File: config.mk
export PLATFORM = sky130hd
export DESIGN_NAME = tat_queue
export DESIGN_NICKNAME = d
export VERILOG_FILES = /design/src/sv/tat_pkg.sv /design/src/sv/tat_queue.sv
export VERILOG_INCLUDE_DIRS = /design/src /design/src/sv
export SDC_FILE = /design/constraint.sdc
export NUM_CORES = 1
export LEC_CHECK = 0
export ABC_AREA = 1
export BUFFER_PORTS_ARGS = -buffer_cell sky130_fd_sc_hd__clkbuf_2
export CORE_MARGIN = 8
export CORE_UTILIZATION = 49
export DETAILED_ROUTE_END_ITERATION = 8
export GPL_ROUTABILITY_DRIVEN = 0
export PLACE_DENSITY = 0.84
export SYNTH_ARGS = -nofsm -noshare
export SYNTH_HDL_FRONTEND = slang
export SYNTH_SLANG_ARGS = --single-unit
File: constraint.sdc
create_clock -name clock -period 1.92 [get_ports clock]
set_input_delay 0.384 -clock clock [delete_from_list [all_inputs] [get_ports clock]]
set_output_delay 0.384 -clock clock [all_outputs]
set_load 0.005 [all_outputs]
File: src/sv/thermistor_adc_to_temperature_assert.svh
// Assertion macros shared by the thermistor linearizer modules.
// Depends on nothing; included by files that carry concurrent checks.
`ifndef THERMISTOR_ADC_TO_TEMPERATURE_ASSERT_SVH
`define THERMISTOR_ADC_TO_TEMPERATURE_ASSERT_SVH

// Same-cycle implication, disabled while reset is high.
`define TAT_ASSERT_IMPL(lbl, clk, rst, ante, cons, msg) \
   lbl: assert property (@(posedge clk) disable iff (rst) (ante) |-> (cons)) else $error(msg);

// Next-cycle implication, disabled while reset is high.
`define TAT_ASSERT_NEXT(lbl, clk, rst, ante, cons, msg) \
   lbl: assert property (@(posedge clk) disable iff (rst) (ante) |=> (cons)) else $error(msg);

`endif

File: src/sv/tat_pkg.sv
// Package of the thermistor linearizer: word types, codes, coefficients.
// Used by every module of the block; depends on nothing.
package tat_pkg;

   localparam int SampleW  = 12;
   localparam int ProbeW   = 2;
   localparam int UnitW    = 2;
   localparam int TempW    = 19;
   localparam int FaultW   = 2;
   localparam int PullupW  = 20;
   localparam int FullW    = 16;
   localparam int CsrIdxW  = 1;
   localparam int CsrDataW = 20;

   localparam int AvgCountDef = 100;
   localparam int AdcBitsDef  = 12;
   localparam int QueueDepth  = 2;

   localparam int TempMax = 200000;
   localparam int TempMin = -100000;

   localparam logic [FaultW-1:0] FAULT_OK   = 2'd0;
   localparam logic [FaultW-1:0] FAULT_ZERO = 2'd1;
   localparam logic [FaultW-1:0] FAULT_FULL = 2'd2;

   localparam logic [UnitW-1:0] UNIT_KELVIN     = 2'd0;
   localparam logic [UnitW-1:0] UNIT_CELSIUS    = 2'd1;
   localparam logic [UnitW-1:0] UNIT_FAHRENHEIT = 2'd2;

   localparam logic [CsrIdxW-1:0] CSR_PULLUP     = 1'd0;
   localparam logic [CsrIdxW-1:0] CSR_FULL_SCALE = 1'd1;

   localparam logic [PullupW-1:0] PullupReset = 20'd10000;
   localparam logic [FullW-1:0]   FullReset   = 16'd4095;

   // ln 2 in Q24.
   localparam logic [23:0] Ln2Q24 = 24'd11629080;

   typedef struct packed {
      logic [SampleW-1:0] adc_sample;
      logic [ProbeW-1:0]  probe_type;
      logic               smooth;
      logic [UnitW-1:0]   unit;
   } req_type;

   typedef struct packed {
      logic signed [TempW-1:0] temperature;
      logic [FaultW-1:0]       fault;
   } rsp_type;

   // One conversion handed from the front to the back.
   typedef struct packed {
      logic [SampleW-1:0] sample;
      logic               coef_set;
      logic [UnitW-1:0]   unit;
   } job_type;

   typedef struct packed {
      logic [PullupW-1:0] pullup_ohms;
      logic [FullW-1:0]   adc_full_scale;
   } cfg_type;

   typedef enum logic [4:0] {
      B_IDLE,
      B_CHECK,
      B_LOG_NORM,
      B_LOG_SQ,
      B_LOG_ACC,
      B_LN_HI,
      B_LN_LO,
      B_Y,
      B_SQ20,
      B_CUBE,
      B_BY_HI,
      B_BY_LO,
      B_CC_HI,
      B_CC_LO,
      B_DSUM,
      B_DIV_START,
      B_DIV,
      B_KSET,
      B_F5_HI,
      B_F5_MID,
      B_F5_LO,
      B_FFIN,
      B_ROUND,
      B_DONE
   } back_state_type;

   // Steinhart-Hart coefficients: A and B in Q40, C in Q48.
   function automatic logic signed [39:0] coef_a(input logic coef_set);
      return coef_set ? 40'sd504170100 : 40'sd253629086;
   endfunction

   function automatic logic [28:0] coef_b(input logic coef_set);
      return coef_set ? 29'd309479600 : 29'd260546807;
   endfunction

   function automatic logic signed [26:0] coef_c(input logic coef_set);
      return coef_set ? -27'sd27944836 : 27'sd35568346;
   endfunction

   function automatic logic [4:0] msb_index(input logic [19:0] x);
      logic [4:0] k;
      k = 5'd0;
      for (int i = 0; i < 20; i++) begin
         if (x[i]) k = 5'(i);
      end
      return k;
   endfunction

endpackage

File: src/sv/tat_queue.sv
// Two-word job queue between the front and the back of the linearizer.
// Depends on tat_pkg for the job word type and depth, and on the assertion header.
`include "thermistor_adc_to_temperature_assert.svh"

module tat_queue import tat_pkg::*; (
   input  logic    clock,
   input  logic    reset,
   input  logic    push,
   input  job_type push_word,
   input  logic    pop,
   output job_type pop_word,
   output logic    not_empty,
   output logic    full
);

   localparam int CntW = $clog2(QueueDepth + 1);
   localparam int PtrW = (QueueDepth > 1) ? $clog2(QueueDepth) : 1;

   job_type         slot_ff [QueueDepth];
   logic [PtrW-1:0] wr_ptr_ff, wr_ptr_in;
   logic [PtrW-1:0] rd_ptr_ff, rd_ptr_in;
   logic [CntW-1:0] count_ff, count_in;

   function automatic logic [PtrW-1:0] ptr_next(input logic [PtrW-1:0] p);
      return (p == PtrW'(QueueDepth - 1)) ? '0 : p + 1'b1;
   endfunction

   always_comb begin
      wr_ptr_in = push ? ptr_next(wr_ptr_ff) : wr_ptr_ff;
      rd_ptr_in = pop ? ptr_next(rd_ptr_ff) : rd_ptr_ff;
      count_in  = count_ff;
      if (push && !pop) count_in = count_ff + 1'b1;
      else if (pop && !push) count_in = count_ff - 1'b1;
   end

   always_ff @(posedge clock) begin
      if (reset) begin
         wr_ptr_ff <= '0;
         rd_ptr_ff <= '0;
         count_ff  <= '0;
      end else begin
         wr_ptr_ff <= wr_ptr_in;
         rd_ptr_ff <= rd_ptr_in;
         count_ff  <= count_in;
      end
   end

   always_ff @(posedge clock) begin
      if (push) slot_ff[wr_ptr_ff] <= push_word;
   end

   assign pop_word  = slot_ff[rd_ptr_ff];
   assign not_empty = (count_ff != '0);
   assign full      = (count_ff == CntW'(QueueDepth));

   `TAT_ASSERT_IMPL(a_no_overflow, clock, reset, push, count_ff != CntW'(QueueDepth), "job word pushed into a full queue")

endmodule

* Word-level counts from Yosys, hierarchy flattened
Memories as Yosys holds them, arrays and structs flattened. A register that Yosys moved wholly into a read port is not among the register bits.
Index checks and enable logic that the tools add are counted.
** Storage, ports and cells
- Memory bits (writable) :: 30
- Output and inout port bits :: 17
- Memories kept :: 1
- Bits of input ports :: 19
- Flip-flop bits (word level) :: 4
** Operators by class
- $add $sub $neg :: 4
- Equality and inequality tests :: 1
- Multiplexer cells :: 8
- Reduce and logical (&&, ||, !) cells :: 6
** Memory list
- slot_ff :: depth 2, bits a word 15, read ports 1, clocked after Yosys merged registers in 1, wr ports 1, line tat_queue.sv:19 : job_type slot_ff [QueueDepth];
** Operator list (count)
- two-way mux 1 bit :: 6
- two-way mux 2 bit :: 2
- nonzero test 2 bit :: 2
- adder 1 bit, second input constant :: 2
- adder 2 x 1 -> 2 bit, second input constant :: 1
- equality test 2 bit, second input constant :: 1
- logical AND 1 bit :: 2
- zero test 1 bit :: 2
- subtractor 2 x 1 -> 2 bit, second input constant :: 1

* Logic depth before layout (Yosys ltp)
- Depth after elaboration :: 4
- Gate-level depth with buffers :: 8
- Depth with buffers taken out :: 8

* Least setup slack after synthesis
Ideal clock, no wire load.
- Path kind :: in2reg
- Start point :: in push
- End point :: mem slot_ff[0][0] (netlist bit) (enable)
- Stages :: 2
- Data arrival time :: 1.064 ns
- Setup slack :: 0.469 ns
- Library setup time :: 0.387 ns
- Cells stage by stage :: inv_1 -> nor2_1
** On the way
- Longest elaborated chain between the ends :: 2
** Ends and longest elaborated chain
- start: declaration :: line tat_queue.sv:8 : input logic push,
- two-way mux 1 bit :: line tat_queue.sv:49 : if (push) slot_ff[wr_ptr_ff] <= push_word;
- two-way mux 1 bit (not written as such) :: line tat_queue.sv:49
- end: declaration :: line tat_queue.sv:19
Every way passes these cells.

==> flow_summary.json <==
{
  "status": "finished, final reports clean",
  "rows": 19,
  "ys_types": 16,
  "ctsHoldBuffers": 0,
  "clk-insertion-delay-late_ps": 320,
  "cts_htree_levels": 2,
  "cpPeakStageDelay_ps": 350,
  "max_freq_ghz": 0.594,
  "post-cts-setup-buffers": 0,
  "seqPwrFrac_pct": 61.4,
  "place_ws_ps": 504,
  "io_buffers": 35,
  "postLayoutSetupSlackWorst_ps": 237,
  "fillers": 236,
  "cp-end-kind": "output port",
  "clkPwrFrac_pct": 25.0,
  "die_area_sq_um": 4730,
  "seq_area_frac_synth_pct": 73.3,
  "cap_violations": 0,
  "setup_viol": 0,
  "clk_pin_slew_ps": 100,
  "critical_path.slowest_cell": "mux2_2",
  "synth_cells": 80,
  "totalWireLength_um": 2280,
  "first_iter_violations": 35,
  "skew_ps": 6.30,
  "firstDrtPassIters": 4,
  "cp_cell_sequence": "buf_4 -> mux2_2 -> clkbuf_2",
  "max_slew_margin_pct": 58.3,
  "clock-sinks": 35,
  "gr-total-overflow": 0,
  "post-dp-hpwl_um": 1780,
  "rsz0062_at_grt": "false",
  "cts_buffers": 5,
  "synth_seq_cells": 35,
  "hold_viol_final": 0,
  "nets": 144,
  "pwr-share-comb_pct": 13.6,
  "grtUsageTotal_pct": 10.3,
  "fp.dieW_um": 68.8,
  "drt-wirelength-per-cell_um": 14.6,
  "ant_nets": 0,
  "antenna_cells": 0,
  "leakagePower_nw": 0.703,
  "period_needed_ps": 1680,
  "finalMaxSlewViolations": 0,
  "critical_path_peak_fanout": 7,
  "cp-start-kind": "register",
  "syn_to_final_growth_pct": 19.2,
  "peakVddDrop_mv": 0.685,
  "antenna_found_initial": 0,
  "synthesis.area_sq_um": 1370,
  "yosys_warnings": 0,
  "core_sq_um": 2710,
  "cts_tree": "built",
  "fin_tns_setup_ps": 0,
  "clockBufferDepth": 2,
  "ff2ff_path_depth": 2,
  "drc": 0,
  "hold_path_depth": 1,
  "crit_arrival_ps": 1300,
  "worstMarginPinSlew_ps": 625,
  "vias": 762,
  "drive_gt1_share_pct": 48.0,
  "intPower_mw": 1.12,
  "p_sw_share_pct": 22.3,
  "fin_crit_sh_pct": 87.6,
  "ctsResizeCount": 0,
  "hold_class": "in2reg",
  "grt_pass1_wl_um": 3420,
  "crit_required_ps": 1540,
  "synth_fp_nets": 100,
  "clockRootBuffer": "clkbuf_4",
  "crit_type": "reg2out",
  "start_util_pct": 50.4,
  "p_per_area_nw_per_um2": 887,
  "die_height_um": 68.8,
  "grt_pass1_vias": 765,
  "grt_max_degree": 17,
  "synth.avg_cell_area_sq_um": 17.1,
  "ios": 36,
  "netSwitchingPower_mw": 0.323,
  "vias_per_cell": 4.88
}
metal layers:
metal | part of all wire, % | up-vias | track usage (%)
li1 | - | 375 | -
met1 | 36 | 357 | 9.75
met2 | 54 | 25 | 18.4
met3 | 8.2 | 5 | 4.20
met4 | 2.0 | 0 | 6.02
met5 | 0 | - | 0
synthesized netlist by cell type:
cell      count  area share, %
edfxtp_1     30             66
nor3_1        1           0.37
mux2_2        5            4.1
a21oi_1       1           0.37
inv_1         9            2.5
nand4_1       1           0.46
nand2_1       6            1.6
ha_1          1           0.92
buf_12        1            1.5
xnor2_1       1           0.64
o21ai_0       1           0.37
buf_6         1           0.82
nand3_1       1           0.37
nor2_1        6            1.6
dfxtp_1       5            7.3
mux2_4       10             11
worst paths after layout:
check | endpoint | slack (ps) | start
max | pop_word[4] | 240 | register
min | slot_ff[0][14]$_DFFE_PP_ | 250 | push_word[14]
max reg2reg | slot_ff[1][13]$_DFFE_PP_ | 680 | wr_ptr_ff$_SDFFE_PP0P_
min reg2reg | register | 530 | rd_ptr_ff$_SDFFE_PP0P_
stage by stage:
step,total power [mW],instances,hold slack (ps),utilization [%],area (sq um)
2_1_floorplan,1.03,80,456,-,1370
6_report,1.44,156,246,60.1,1630
4_1_cts,1.46,156,234,60.1,1630
3_3_place_gp,1.09,148,503,58.2,1580
5_1_grt,1.51,156,231,60.1,1630
3_5_place_dp,1.11,148,509,58.2,1580
power by group through the flow:
stage | registers (mW) | clock network (mW) | logic (mW)
2_1_floorplan | 0.901 | 0 | 0.124
3_3_place_gp | 0.902 | 0 | 0.192
3_5_place_dp | 0.906 | 0 | 0.200
4_1_cts | 0.888 | 0.373 | 0.201
5_1_grt | 0.891 | 0.400 | 0.216
6_report | 0.887 | 0.361 | 0.197
cell usage in the layout, fill, tap and decap left out:
master and n:
nor2_1 6, clkbuf_4 5, mux2_4 10, nand4_1 1
nor3_1 1, clkbuf_2 35, inv_1 9, o21ai_0 1
ha_1 1, buf_4 4, a21oi_1 1, clkinv_2 1
xnor2_1 1, edfxtp_1 30, clkbuf_1 2, dfxtp_1 5
nand2_1 6, mux2_2 5, nand3_1 1
flip-flops by register name, indices dropped and copies added (netlist names), named ones only:
name,flops
wr_ptr_ff,1
rd_ptr_ff,1
count_ff,2
slot_ff,30
logic make-up (layout without fill, tap and decap cells):
kind of cell / count (synthesis) / after routing / share of synthesized area (%)
multiplexers: 15 / 15 / 15.1
adder cells (fa/ha/maj): 1 / 1 / 0.916
flip-flops: 35 / 35 / 73.3
buffers and inverters: 11 / 56 / 4.77
AND/OR/NAND/NOR: 15 / 15 / 4.49
AO/OA/AOI/OAI: 2 / 2 / 0.733
XOR/XNOR: 1 / 1 / 0.642
final cells by class:
cell class / instances / area, sq um / share of cell area (%)
well taps: 31 / 38.8 / 2.38
multi-input cells: 34 / 299 / 18.4
repair buffers: 39 / 205 / 12.6
flip-flops and latches: 35 / 1000 / 61.5
clock buffers: 7 / 45.0 / 2.77
inverters: 9 / 33.8 / 2.08
clock inverters: 1 / 5.00 / 0.307
critical path: cells and delay by family (launching register included):
kind	cells	cell delay, ps
buffers and inverters	2	280
flip-flops	1	340
multiplexers	1	350
No activity file was read; power rests on OpenSTA's default activity.
