<file path="config.mk">
export PLATFORM = sky130hd
export DESIGN_NAME = tat_front
export DESIGN_NICKNAME = d
export VERILOG_FILES = /design/src/sv/thermistor_adc_to_temperature_assert.svh /design/src/sv/tat_pkg.sv /design/src/sv/tat_front.sv
export SDC_FILE = /design/constraint.sdc
export NUM_CORES = 1
export LEC_CHECK = 0
export BUFFER_PORTS_ARGS = -buffer_cell sky130_fd_sc_hd__buf_2
export CORE_MARGIN = 2
export CORE_UTILIZATION = 59
export CTS_BUF_LIST = sky130_fd_sc_hd__clkbuf_4
export CTS_CLUSTER_SIZE = 10
export DETAILED_ROUTE_END_ITERATION = 12
export GPL_TIMING_DRIVEN = 0
export PLACE_DENSITY_LB_ADDON = 0.3
export SETUP_SLACK_MARGIN = 0.5
export SLEW_MARGIN = 20
export SYNTH_ARGS = -nofsm -noshare
export SYNTH_HDL_FRONTEND = slang
export SYNTH_SLANG_ARGS = --single-unit
</file>
<file path="constraint.sdc">
create_clock -name clock -period 8.3 [get_ports clock]
set_clock_uncertainty 0.1 [all_clocks]
set_input_delay 0.83 -clock clock [delete_from_list [all_inputs] [get_ports clock]]
set_output_delay 0.83 -clock clock [all_outputs]
set_load 0.05 [all_outputs]
</file>
<file path="src/sv/thermistor_adc_to_temperature_assert.svh">
// Assertion macros shared by the thermistor linearizer modules.
// Depends on nothing; included by files that carry concurrent checks.
`ifndef THERMISTOR_ADC_TO_TEMPERATURE_ASSERT_SVH
`define THERMISTOR_ADC_TO_TEMPERATURE_ASSERT_SVH

// Same-cycle implication, disabled while reset is high.
`define TAT_ASSERT_IMPL(lbl, clk, rst, ante, cons, msg) \
   lbl: assert property (@(posedge clk) disable iff (rst) (ante) |-> (cons)) else $error(msg);

// Next-cycle implication, disabled while reset is high.
`define TAT_ASSERT_NEXT(lbl, clk, rst, ante, cons, msg) \
   lbl: assert property (@(posedge clk) disable iff (rst) (ante) |=> (cons)) else $error(msg);

`endif

</file>
<file path="src/sv/tat_pkg.sv">
// Package of the thermistor linearizer: word types, codes, coefficients.
// Used by every module of the block; depends on nothing.
package tat_pkg;

   localparam int SampleW  = 12;
   localparam int ProbeW   = 2;
   localparam int UnitW    = 2;
   localparam int TempW    = 19;
   localparam int FaultW   = 2;
   localparam int PullupW  = 20;
   localparam int FullW    = 16;
   localparam int CsrIdxW  = 1;
   localparam int CsrDataW = 20;

   localparam int AvgCountDef = 100;
   localparam int AdcBitsDef  = 12;
   localparam int QueueDepth  = 2;

   localparam int TempMax = 200000;
   localparam int TempMin = -100000;

   localparam logic [FaultW-1:0] FAULT_OK   = 2'd0;
   localparam logic [FaultW-1:0] FAULT_ZERO = 2'd1;
   localparam logic [FaultW-1:0] FAULT_FULL = 2'd2;

   localparam logic [UnitW-1:0] UNIT_KELVIN     = 2'd0;
   localparam logic [UnitW-1:0] UNIT_CELSIUS    = 2'd1;
   localparam logic [UnitW-1:0] UNIT_FAHRENHEIT = 2'd2;

   localparam logic [CsrIdxW-1:0] CSR_PULLUP     = 1'd0;
   localparam logic [CsrIdxW-1:0] CSR_FULL_SCALE = 1'd1;

   localparam logic [PullupW-1:0] PullupReset = 20'd10000;
   localparam logic [FullW-1:0]   FullReset   = 16'd4095;

   // ln 2 in Q24.
   localparam logic [23:0] Ln2Q24 = 24'd11629080;

   typedef struct packed {
      logic [SampleW-1:0] adc_sample;
      logic [ProbeW-1:0]  probe_type;
      logic               smooth;
      logic [UnitW-1:0]   unit;
   } req_type;

   typedef struct packed {
      logic signed [TempW-1:0] temperature;
      logic [FaultW-1:0]       fault;
   } rsp_type;

   // One conversion handed from the front to the back.
   typedef struct packed {
      logic [SampleW-1:0] sample;
      logic               coef_set;
      logic [UnitW-1:0]   unit;
   } job_type;

   typedef struct packed {
      logic [PullupW-1:0] pullup_ohms;
      logic [FullW-1:0]   adc_full_scale;
   } cfg_type;

   typedef enum logic [4:0] {
      B_IDLE,
      B_CHECK,
      B_LOG_NORM,
      B_LOG_SQ,
      B_LOG_ACC,
      B_LN_HI,
      B_LN_LO,
      B_Y,
      B_SQ20,
      B_CUBE,
      B_BY_HI,
      B_BY_LO,
      B_CC_HI,
      B_CC_LO,
      B_DSUM,
      B_DIV_START,
      B_DIV,
      B_KSET,
      B_F5_HI,
      B_F5_MID,
      B_F5_LO,
      B_FFIN,
      B_ROUND,
      B_DONE
   } back_state_type;

   // Steinhart-Hart coefficients: A and B in Q40, C in Q48.
   function automatic logic signed [39:0] coef_a(input logic coef_set);
      return coef_set ? 40'sd504170100 : 40'sd253629086;
   endfunction

   function automatic logic [28:0] coef_b(input logic coef_set);
      return coef_set ? 29'd309479600 : 29'd260546807;
   endfunction

   function automatic logic signed [26:0] coef_c(input logic coef_set);
      return coef_set ? -27'sd27944836 : 27'sd35568346;
   endfunction

   function automatic logic [4:0] msb_index(input logic [19:0] x);
      logic [4:0] k;
      k = 5'd0;
      for (int i = 0; i < 20; i++) begin
         if (x[i]) k = 5'(i);
      end
      return k;
   endfunction

endpackage

</file>
<file path="src/sv/tat_front.sv">
// Front of the linearizer: takes request words, runs the smoothing sum
// and hands finished jobs to the queue. Depends on tat_pkg.
module tat_front import tat_pkg::*; #(
   parameter int AVG_COUNT = AvgCountDef,
   parameter int ADC_BITS  = AdcBitsDef
) (
   input  logic    clock,
   input  logic    reset,
   input  logic    req_valid,
   output logic    req_stall,
   input  req_type req_word,
   input  logic    q_full,
   output logic    push,
   output job_type push_word
);

   localparam int SumW  = $clog2(AVG_COUNT * (2 ** SampleW));
   localparam int CntW  = $clog2(AVG_COUNT + 1);
   localparam int RecK  = SumW + $clog2(AVG_COUNT);
   localparam int RecMW = RecK + 1;
   localparam int ProdW = SumW + RecMW;
   // Reciprocal of AVG_COUNT; exact floor for every sum below 2**SumW.
   localparam logic [RecMW-1:0] RecM =
      RecMW'(((64'd1 << RecK) + 64'(AVG_COUNT) - 64'd1) / 64'(AVG_COUNT));
   localparam logic [SampleW-1:0] SampleMask =
      (ADC_BITS >= SampleW) ? '1 : SampleW'((64'd1 << ADC_BITS) - 64'd1);

   logic [SumW-1:0]    sum_ff, sum_in;
   logic [CntW-1:0]    cnt_ff, cnt_in;
   logic [SampleW-1:0] sample;
   logic [SumW-1:0]    sum_next;
   logic [ProdW-1:0]   avg_prod;
   logic               accept;
   logic               run_done;

   always_comb begin
      accept    = req_valid && !q_full;
      sample    = req_word.adc_sample & SampleMask;
      sum_next  = sum_ff + SumW'(sample);
      run_done  = (cnt_ff == CntW'(AVG_COUNT - 1));
      avg_prod  = ProdW'(sum_next) * ProdW'(RecM);
      push      = accept && (!req_word.smooth || run_done);
      push_word.sample   = req_word.smooth ? avg_prod[RecK +: SampleW] : sample;
      push_word.coef_set = req_word.probe_type[1];
      push_word.unit     = req_word.unit;
      sum_in = sum_ff;
      cnt_in = cnt_ff;
      // A direct word leaves a running sum alone.
      if (accept && req_word.smooth) begin
         if (run_done) begin
            sum_in = '0;
            cnt_in = '0;
         end else begin
            sum_in = sum_next;
            cnt_in = cnt_ff + 1'b1;
         end
      end
   end

   always_ff @(posedge clock) begin
      if (reset) begin
         sum_ff <= '0;
         cnt_ff <= '0;
      end else begin
         sum_ff <= sum_in;
         cnt_ff <= cnt_in;
      end
   end

   assign req_stall = q_full;

endmodule

</file>
======== Yosys cells after proc, flatten, opt, wreduce, memory -nomap -nowiden ========
Cells that the tools add are included.
storage, ports and cells
  latch bits .............................. 0
  input bits .............................. 21
  memories ................................ 0
  output and inout bits ................... 17
  bits in registers ....................... 26
  RAM bits ................................ 0
  ROM bits ................................ 0
cells by class
  bitwise operators ....................... 0
  add/subtract/negate cells ............... 2
  equality and inequality tests ........... 1
  reductions and logical operators ........ 6
  shift operators ......................... 0
  divide/modulo/power cells ............... 0
  muxes and demuxes ....................... 3
  $lt $le $gt $ge ......................... 0
  multiply operators ...................... 1
operators by type and width
  operator                  count
  $mul A19 B20 Y38 const B  1
  $add A19 B12 Y19          1
  $mux W19                  1
  $mux W12                  1
  $add A7 B1 Y7 const B     1
  $eq A7 B7 Y1 const B      1
  $mux W7                   1
  $logic_and A1 B1 Y1       3
  $logic_not A1 Y1          2
  $logic_or A1 B1 Y1        1

======== Logic depth before layout (Yosys ltp) ========
Gate-level depths: netlist of the first run.
  depth in word-level cells ............... 3
  mapped depth ............................ 36
  depth with buffers taken out ............ 36

======== Worst setup path before layout of the first run ========
Ideal clock, no wire load.
  path type ............................... in2out
  start point ............................. in req_word[5] in the netlist's numbering
  end point ............................... out push_word[14] in the netlist's numbering
  setup slack ............................. -1265 ps
  stages on the path ...................... 34
  arrival ................................. 8635 ps
  cell sequence ........................... ha_1 > inv_1 > fa_1 > nand2b_1 > a21oi_1 > o211ai_1 > nand3_1 > and4_1 > xnor2_1 > inv_1 > ha_1 > inv_1 > ha_1 > or2_2 > inv_1 > fa_1 > inv_1 > fa_1 > fa_1 > fa_1 > inv_1 > fa_1 > inv_1 > ha_1 > nand3_1 > nor4_2 > a21boi_0 > a22o_1 > o211ai_2 > nand3_1 > a211oi_1 > nor3_1 > xnor2_1 > a21oi_1
RTL lines
  item         RTL line         RTL
  from (decl)  tat_front.sv:11  input req_type req_word,
  to (decl)    tat_front.sv:14  output job_type push_word

==> results, run 1 <==
- The count of maximum capacitance violations is 0.
- The floorplan has 42 rows.
- The total number of vias is 6246.
- In this run the cell area of the synthesized design comes to 7860 sq um.
- STA puts the critical path data required time at 7.37 ns.
- The worst setup path is of the in -> out kind.
- The x dimension of the die is 119 microns.
- The met3 wire length is 1040 microns.
- The highest metal layer carrying signal wires in the routed design is met4.
- CTS built an H-tree with a depth of 1.
- The launch instance of the worst register-to-register path is sum_ff[5]$_SDFFE_PP0P_.
- In the post-synthesis netlist, the biggest area contributors are fa_1 (32%), ha_1 (27%), inv_1 (12%), dfxtp_1 (6.6%), nor2_1 (2.6%).
- The number of global-route vias before repair is 6846.
- The max-slew violation total from the final report is 0.
- The number of different library cells in the post-synthesis netlist is 51.
- The worst setup path is launched from an input port.
- The maximum fanout count along the critical path is 6.
- By instance count, the leading cell after synthesis is inv_1.
- The wire-length estimate of the detail-placed layout is 15100 microns.
- The final period utilization is 109%.
- The die is 119 microns tall.
- The global-route total usage across every layer is 30.2%.
- The number of buffers created by CTS is 3.
- The number of buffers on the longest clock path is 2.
- The delay of the slowest critical-path stage is 0.51 ns.
- Entering global routing, the biggest net connects 16 pins.
- In this design, the largest share of critical-path delay is due to adder cells.
- Adding up every negative setup slack in the final design gives -6.07 ns.
- STA puts the critical path data arrival time at 8.09 ns.
- The cell type with the highest aggregate area in the netlist is fa_1.
- The number of I/O pins is 38.
- The async set-or-reset flop fraction in the synthesized netlist is 0%.
- The area growth from synthesis to layout is 23.9%.
- Yosys printed 0 warnings.
- The number of setup violations in the final report is 11.
- The total buffers and inverters traversed by the critical path is 8.
- The count of flip-flops with a built-in enable after synthesis is 0.
- The cell with the most instances on the worst path is fa_1.
- The post-synthesis sequential element count is 26.
- The floorplan step defined a die boundary enclosing 14300 sq um.
- The count of input and output buffers is 33.
- The worst hold path belongs to the class reg -> reg.
- The synthesized netlist net count is 1183.
- The number of hold violations in the final report is 0.
- The DRC violation count after routing is 0.
- Once detail routing completed, the nets flagged for antenna violations numbered 0.
- The initial cell density of the core is 59.9%.
- The routed length on met1 is 8360 microns.
- Subtracting the final worst setup slack from the clock period gives 9.02 ns.
- The worst path setup slack after routing is -0.724 ns.
- The slowest stage of the critical path is the fa_1 cell.
- The clock reaches the later pin of the worst-skew pair after 0.33 ns.
- The average via count per standard cell is 5.46.
- Summed over all layers, the global routing overflow is 0.
- STA classifies the critical path endpoint as a primary output.
- The start point of the worst hold path is cnt_ff[1]$_SDFFE_PP0P_.
- The pre-antenna-repair detailed-routing pass consisted of 5 iterations.
- The final layout contains routed wiring with a total length of 20600 microns.
- The finished cells cover 9740 sq um.
- The routability-driven placement congestion ratio is 0.911.
- The global-route wire length before repair is 33700 microns.
- The core outline area is 13100 sq um.
- CTS placed an instance of clkbuf_4 at the clock tree root.
- The antenna diode count is 0.
- In this run the tightest slew margin relative to its limit is 44.0%.
- After synthesis, the most frequently instantiated cells are inv_1 (257), ha_1 (171), fa_1 (124).
- Once placement finished, the instance area stood at 8740 sq um.
- The flow ran to the end, but the final reports show violations.
- The predominant post-synthesis flop cell is dfxtp_1.
- Clock-pin slew was measured on the worst setup and hold paths at 0.16 ns.
- The number of nets in the layout is 1284.
- The initial antenna violation count is 0.
- The clock drives 26 sinks.
- The detailed router finished its first iteration with 318 violations.
- In this run the biggest area consumer among cell types represents 31.6% of the synthesized area.
- The routed design uses 10400 microns of met2 wire.
- The checks that failed: negative setup slack.
- Setup repair after global routing could not meet its margin everywhere.
- The fraction of final layout cells with drive strength greater than 1 is 23.8%.
- The transition time of the tightest slew-check pin is 0.840 ns.
- The peak clock frequency supported by timing is 111 MHz.
- TritonCTS built the clock tree.
- The synthesized area divided by synthesized cell count is 9.07 sq um.
- The sequential element share of the synthesized area is 6.62%.
- The number of filler cells placed in the layout is 908.
- The cell count after synthesis is 867.
- The routed length per instance is 18.0 microns.
- The most critical setup path has its startpoint at req_word[10].
-- through the flow --
stage	hold slack (ns)	std cells	util (%)	setup WS [ns]
finish	0.393	1143	74.1	-0.724
global route	0.440	1143	74.1	-0.982
CTS	0.389	1136	73.3	-0.533
detailed placement	0.370	1076	66.5	-1.31
global placement	0.366	1076	66.5	-1.22
floorplan	0.348	867	-	-0.0680
-- layout make-up --
class                   count  area, sq um  share of cell area (%)
plain buffers              12         60.1                   0.617
clock buffers               3         22.5                   0.231
clock inverters             1         30.0                   0.308
inverters                 258          978                    10.0
multi-input cells         571         7140                    73.3
flip-flops and latches     26          520                    5.34
well taps                 176          220                    2.26
repair buffers             96          768                    7.89
-- state kept, by name, indices dropped and copies added, names as in the netlist --
register,count
cnt_ff,7
sum_ff,19
-- what timing repair did --
item,CTS,global route
endpoints found under the setup margin,12,12
hold buffers,0,0
buffers inserted,56,7
resized for setup,90,13
pin swaps,67,24
endpoints found under the hold margin,0,0
-- layout by cell type (no fill, tap or decap), types with 4 or more instances in the layout --
cell and n:
ha_4 20, inv_1 242, nand4_1 5, buf_6 12, and3_1 5, a21oi_2 6
dfxtp_1 26, fa_1 118, buf_8 6, fa_2 6, xnor2_4 9, nor2_4 5
a21oi_1 28, o21ai_1 4, buf_2 17, ha_1 148, xor2_1 8, o21ai_0 8
nor2_1 47, buf_4 65, xnor2_2 6, inv_2 12, a22oi_1 12, clkbuf_1 8
xnor2_1 7, nor3_1 11, a21o_1 6, inv_4 4, mux2_4 7, nand2_1 26
nand3_1 9
-- path summary, 6_finish.rpt --
kind / end / slack, ns / cells after the start
min reg2reg: cnt_ff[1]$_SDFFE_PP0P_ / 0.39 / 2
max reg2reg: sum_ff[15]$_SDFFE_PP0P_ / 5.46 / 11
max: push_word[10] / -0.72 / 32
min: cnt_ff[1]$_SDFFE_PP0P_ / 0.39 / 2
-- worst register-to-register path, cell delays in order (launching register included) --
cell	delay, ns
dfxtp_1	0.37
ha_4	0.31
nand2_2	0.06
or3_4	0.41
a211oi_4	0.30
o31a_2	0.26
o21ai_4	0.12
nor2_4	0.20
xor2_4	0.31
buf_4	0.17
a22oi_1	0.06
nor2_1	0.12
-- cell families (layout without fill, tap and decap cells) --
group	Yosys count	in the layout	synth area share (%)
and+or+nand+nor	142	142	8.56
xor gates and xnor gates	33	33	4.01
buffers and inverters	270	370	13.1
AOI/OAI and AO/OA	94	94	7.92
adders and majority gates	295	295	58.8
muxes	7	7	1.00
DFF	26	26	6.62
-- per-layer routing --
layer,global-route usage [%],vias to the layer above
li1,-,2916
met1,38.7,3082
met4,9.41,0
met3,3.30,60
met5,0,-
met2,53.5,188
Power of run 1 is not shown: default switching activity piles up to over one toggle a cycle in this logic, so the estimate is an artifact.
==> run 2: changes to the inputs <==
CTS_CLUSTER_SIZE = 25   (was 10)
SETUP_SLACK_MARGIN = 0.3   (was 0.5)
==> results, run 2 (synthesis gave the netlist of run 1 again) <==
- The largest net degree at the start of global routing is 16 (unchanged).
- The first-pass iteration count of the detailed router is 4 (was 5).
- The die area came to 14300 sq um (unchanged).
- The number of buffers created by CTS is 3 (unchanged).
- The count of hold buffers inserted by post-cts repair is 0 (unchanged).
- The total buffers and inverters traversed by the critical path came to 11 (was 8).
- The TritonCTS clock tree is done (unchanged).
- The peak clock frequency supported by timing was 110 MHz (was 111 MHz).
- The initial cell density of the core is 59.9% (unchanged).
- The die extent in y is 119 microns (unchanged).
- The remaining global-route overflow is 0 (unchanged).
- The data required time at the worst endpoint was 7.37 ns (about the same).
- The kind of cell adding the most delay to the critical path is adder cells (unchanged).
- The number of I/O pins is 38 (unchanged).
- The start point of the worst hold path is cnt_ff[1]$_SDFFE_PP0P_ (unchanged).
- The final period demand of the worst path is 9.10 ns (was 9.02 ns).
- The antenna diode count is 0 (unchanged).
- The routability-driven placement congestion ratio is 0.925 (was 0.911).
- The worst path setup slack after routing is -0.802 ns (was -0.724 ns).
- The maximum fanout count along the critical path is 4 (was 6).
- The final instance area was 9560 sq um (was 9740 sq um).
- The launch instance of the worst register-to-register path is sum_ff[0]$_SDFFE_PP0P_ (was sum_ff[5]$_SDFFE_PP0P_).
- The placed instance count is 1076 (unchanged).
- Largest registers ranked by flip-flop count: sum_ff x19, cnt_ff x7 (unchanged).
- The post-place instance area is 8730 sq um (was 8740 sq um).
- The clock sink count is 26 (unchanged).
- The count of maximum capacitance violations is 0 (unchanged).
- The sum of routed wire length over all layers came to 19400 microns (was 20600 microns).
- The DRC violation count after routing came to 0 (unchanged).
- The flip-flop count of the largest register after layout is 19 (unchanged).
- Setup repair after global routing missed its margin: yes (unchanged).
- Commonest cells after routing, fill and taps aside: inv_1 (242), ha_1 (150), fa_1 (120) (was inv_1 (242), ha_1 (148), fa_1 (118)).
- The detailed router's first-iteration violation count is 264 (was 318).
- The total number of H-tree levels is 1 (unchanged).
- The number of placement rows is 42 (unchanged).
- The relative max-transition margin is 38.2% (was 44.0%).
- The fraction of final layout cells with drive strength greater than 1 is 21.4% (was 23.8%).
- The critical-path cell with the highest stage delay is fa_1 (unchanged).
- The area growth from synthesis to layout was 21.5% (was 23.9%).
- The cell with the most instances on the worst path was fa_1 (unchanged).
- The number of hold violations in the final report is 0 (unchanged).
- The final worst hold slack was 0.388 ns (was 0.393 ns).
- The number of global-route vias before repair came to 6537 (was 6846).
- The insertion delay of the later-clocked pin in the worst-skew pair is 0.34 ns (was 0.33 ns).
- The global-route wire length before repair is 31600 microns (was 33700 microns).
- The number of nets in the layout is 1269 (was 1284).
- The startpoint of the worst setup timing path is req_word[5] (was req_word[10]).
- The core outline area is 13100 sq um (unchanged).
- The count of input and output buffers is 33 (unchanged).
- The most common library cell in the layout ignoring fill and taps was inv_1 (unchanged).
- Run status: complete, but fails checks (unchanged).
- The number of setup violations in the final report was 12 (was 11).
- The path type of the worst setup path is in -> out (unchanged).
- The initial antenna violation count is 0 (unchanged).
- The post-route core utilization was 72.8% (was 74.1%).
- The x dimension of the die came to 119 microns (unchanged).
- The number of buffers on the longest clock path came to 2 (unchanged).
- The nature of the critical path endpoint is a primary output (unchanged).
- The average via count per standard cell is 5.41 (was 5.46).
- The final period utilization is 110% (was 109%).
- The register with the most flip-flops is sum_ff (unchanged).
- The post-route non-filler standard cell count came to 1128 (was 1143).
- The transition time of the tightest slew-check pin is 0.920 ns (was 0.840 ns).
- The clock root buffer is clkbuf_4 (unchanged).
- The max-slew violation total from the final report is 0 (unchanged).
- The remaining antenna violation count came to 0 (unchanged).
- The routed length per instance is 17.2 microns (was 18.0 microns).
- The total number of vias was 6102 (was 6246).
- The clock transition time at the flip-flop clock pins of the worst setup and hold paths was 0.15 ns (was 0.16 ns).
- Violations in the final reports: negative setup slack (unchanged).
- The startpoint kind of the worst setup timing path is an input port (unchanged).
- The delay of the slowest critical-path stage is 0.57 ns (was 0.51 ns).
- The detailed-placement wirelength estimate was 15300 microns (was 15100 microns).
- The global-route total usage across every layer was 28.1% (was 30.2%).
- The worst min-delay path class is reg -> reg (unchanged).
- The critical path data arrival time is 8.17 ns (was 8.09 ns).
[run 2: cell count changes in the layout (fill, tap and decap cells not counted), moves of 2 or more]
cell     previous run  this run
buf_4              65        52
buf_12              0         3
buf_6              12         9
ha_4               20        17
fa_1              118       120
fa_2                6         4
ha_1              148       150
nor2_2              2         4
nor2_4              5         3
xnor2_1             7         9
[run 2: final cells by class]
type	count	area, sq um
Sequential cell	26	520
Tap cell	176	220
Buffer	12	60.1
Fill cell	942	3580
Timing Repair Buffer	81	677
Clock buffer	3	22.5
Multi-Input combinational cell	571	7050
Clock inverter	1	30.0
Inverter	258	978
[run 2: worst min-delay path, cell delays in order (launching register included)]
cell     delay [ns]
dfxtp_1        0.35
nand2_1        0.06
a21oi_1        0.05
[run 2: stage by stage]
stage,setup slack (ns),setup TNS [ns]
after CTS,-0.715,-6.20
after detailed placement,-1.32,-13.59
after global placement,-1.27,-12.88
after global routing,-1.04,-9.74
after floorplan,-0.0680,-0.0680
final,-0.802,-6.99
[run 2: timing repair]
action                     CTS  global route
setup endpoints to repair   12            12
setup buffers               35            13
pin swaps                   33            12
gates resized for setup     68            17
[run 2: metal layers]
| metal | vias to the layer above | part of all wire [%] | GRT usage (%) |
|---|---|---|---|
| li1 | 2883 | - | - |
| met1 | 3003 | 42 | 37.1 |
| met2 | 171 | 51 | 50.8 |
| met3 | 45 | 3.6 | 1.34 |
| met4 | 0 | 2.9 | 6.91 |
| met5 | - | 0 | 0 |
[run 2: final timing paths]
kind         slack, ns                       to  depth (start not counted)
max              -0.80            push_word[10]                         36
max reg2reg       5.63  sum_ff[14]$_SDFFE_PP0P_                         13
min               0.39   cnt_ff[1]$_SDFFE_PP0P_                          2
min reg2reg       0.39   cnt_ff[1]$_SDFFE_PP0P_                          2
Power of run 2 is left out for the same reason.
==> run 3: changes to the inputs <==
CORE_UTILIZATION = 50   (was 59)
GPL_ROUTABILITY_DRIVEN = 1   (was unset)
==> results, run 3 (synthesis gave the netlist of run 1 again) <==
- Run status: complete, but fails checks (unchanged).
- Violations in the final reports: negative setup slack (unchanged).
- The number of buffers created by CTS is 3 (unchanged).
- The area growth from synthesis to layout is 25.2% (was 21.5%).
- The count of input and output buffers is 33 (unchanged).
- The die area was 16700 sq um (was 14300 sq um).
- The worst min-delay path class is reg -> reg (unchanged).
- The fraction of final layout cells with drive strength greater than 1 came to 24.3% (was 21.4%).
- The x dimension of the die came to 129 microns (was 119 microns).
- The final period utilization came to 108% (was 110%).
- The routed length per instance is 15.8 microns (was 17.2 microns).
- The total buffers and inverters traversed by the critical path is 9 (was 11).
- The number of buffers on the longest clock path is 2 (unchanged).
- The detailed-placement wirelength estimate came to 15000 microns (was 15300 microns).
- The critical path data arrival time was 8.07 ns (was 8.17 ns).
- The TritonCTS clock tree is done (unchanged).
- The detailed router's first-iteration violation count is 232 (was 264).
- The max-slew violation total from the final report is 0 (unchanged).
- The global-route wire length before repair is 30400 microns (was 31600 microns).
- The total number of H-tree levels is 1 (unchanged).
- The number of nets in the layout is 1288 (was 1269).
- Setup repair after global routing missed its margin: yes (unchanged).
- The number of placement rows is 45 (was 42).
- The maximum fanout count along the critical path is 6 (was 4).
- The average via count per standard cell came to 5.11 (was 5.41).
- The startpoint kind of the worst setup timing path was an input port (unchanged).
- Commonest cells after routing, fill and taps aside: inv_1 (238), ha_1 (148), fa_1 (121) (was inv_1 (242), ha_1 (150), fa_1 (120)).
- The start point of the worst hold path was cnt_ff[1]$_SDFFE_PP0P_ (unchanged).
- The number of global-route vias before repair is 6210 (was 6537).
- The sum of routed wire length over all layers is 18700 microns (was 19400 microns).
- The clock sink count is 26 (unchanged).
- The nature of the critical path endpoint is a primary output (unchanged).
- The launch instance of the worst register-to-register path is sum_ff[1]$_SDFFE_PP0P_ (was sum_ff[0]$_SDFFE_PP0P_).
- The total number of vias is 6044 (was 6102).
- The sum of negative setup slack came to -5.98 ns (was -6.99 ns).
- The DRC violation count after routing is 0 (unchanged).
- The clock transition time at the flip-flop clock pins of the worst setup and hold paths came to 0.16 ns (was 0.15 ns).
- The global-route total usage across every layer is 23.3% (was 28.1%).
- The number of hold violations in the final report is 0 (unchanged).
- The count of maximum capacitance violations was 0 (unchanged).
- The remaining antenna violation count is 0 (unchanged).
- The cell with the most instances on the worst path is fa_1 (unchanged).
- The final period demand of the worst path is 9.00 ns (was 9.10 ns).
- Largest registers ranked by flip-flop count: sum_ff x19, cnt_ff x7 (unchanged).
- The first-pass iteration count of the detailed router came to 5 (was 4).
- The worst path setup slack after routing is -0.704 ns (was -0.802 ns).
- The flip-flop count of the largest register after layout is 19 (unchanged).
- The antenna diode count was 0 (unchanged).
- The data required time at the worst endpoint is 7.37 ns (about the same).
- The die extent in y was 129 microns (was 119 microns).
- The number of I/O pins was 38 (unchanged).
- The startpoint of the worst setup timing path is req_word[10] (was req_word[5]).
- The final worst hold slack is 0.394 ns (was 0.388 ns).
- The routability-driven placement congestion ratio was 0.902 (was 0.925).
- The initial cell density of the core was 51.5% (was 59.9%).
- The kind of cell adding the most delay to the critical path is adder cells (unchanged).
- The register with the most flip-flops is sum_ff (unchanged).
- The clock root buffer is clkbuf_4 (unchanged).
- The initial antenna violation count is 0 (unchanged).
- The peak clock frequency supported by timing is 111 MHz (was 110 MHz).
- The delay of the slowest critical-path stage is 0.52 ns (was 0.57 ns).
- The insertion delay of the later-clocked pin in the worst-skew pair came to 0.33 ns (was 0.34 ns).
- The core outline area is 15300 sq um (was 13100 sq um).
- The largest net degree at the start of global routing is 16 (unchanged).
- The relative max-transition margin is 46.4% (was 38.2%).
- The most common library cell in the layout ignoring fill and taps is inv_1 (unchanged).
- The critical-path cell with the highest stage delay is fa_1 (unchanged).
- The remaining global-route overflow came to 0 (unchanged).
- The transition time of the tightest slew-check pin is 0.803 ns (was 0.920 ns).
- The path type of the worst setup path is in -> out (unchanged).
- The number of setup violations in the final report is 12 (unchanged).
- The post-route core utilization was 64.5% (was 72.8%).
## run 3: worst min-delay path, cell delays in order (launching register included)
cell,delay [ns]
dfxtp_1,0.36
nand2_1,0.06
a21oi_1,0.06
## run 3: final cells by class
class / instances / area, sq um
tap: 211 / 264
fill: 1181 / 5410
clock buffer: 3 / 22.5
buffer: 12 / 60.1
timing repair buffer: 100 / 815
sequential: 26 / 520
clock inverter: 1 / 30.0
multi-input combinational: 571 / 7160
inverter: 258 / 978
## run 3: path summary, 6_finish.rpt
kind	end	slack (ns)	depth (start not counted)
hold / removal	cnt_ff[1]$_SDFFE_PP0P_	0.39	2
hold reg to reg	cnt_ff[1]$_SDFFE_PP0P_	0.39	2
setup / recovery	push_word[13]	-0.70	33
setup reg to reg	sum_ff[15]$_SDFFE_PP0P_	5.57	12
## run 3: per-layer routing
layer	part of all wire [%]	track usage [%]	vias up
li1	-	-	2924
met1	43	30.8	2926
met2	49	40.7	158
met3	5.0	2.56	36
met4	2.9	6.51	0
met5	0	0	-
## run 3: through the flow
stage | area, sq um | setup slack (ns) | cells
2_1_floorplan | 8340 | -0.0680 | 867
3_3_place_gp | 8770 | -1.24 | 1111
3_5_place_dp | 8770 | -1.29 | 1111
4_1_cts | 9540 | -0.566 | 1156
5_1_grt | 9850 | -0.867 | 1182
6_report | 9850 | -0.704 | 1182
## run 3: what timing repair did
action,in CTS,in global routing
setup buffers,41,26
pin swaps,46,28
endpoints found under the setup margin,12,12
hold buffers,0,0
resized for setup,78,25
Power of run 3 is left out for the same reason.
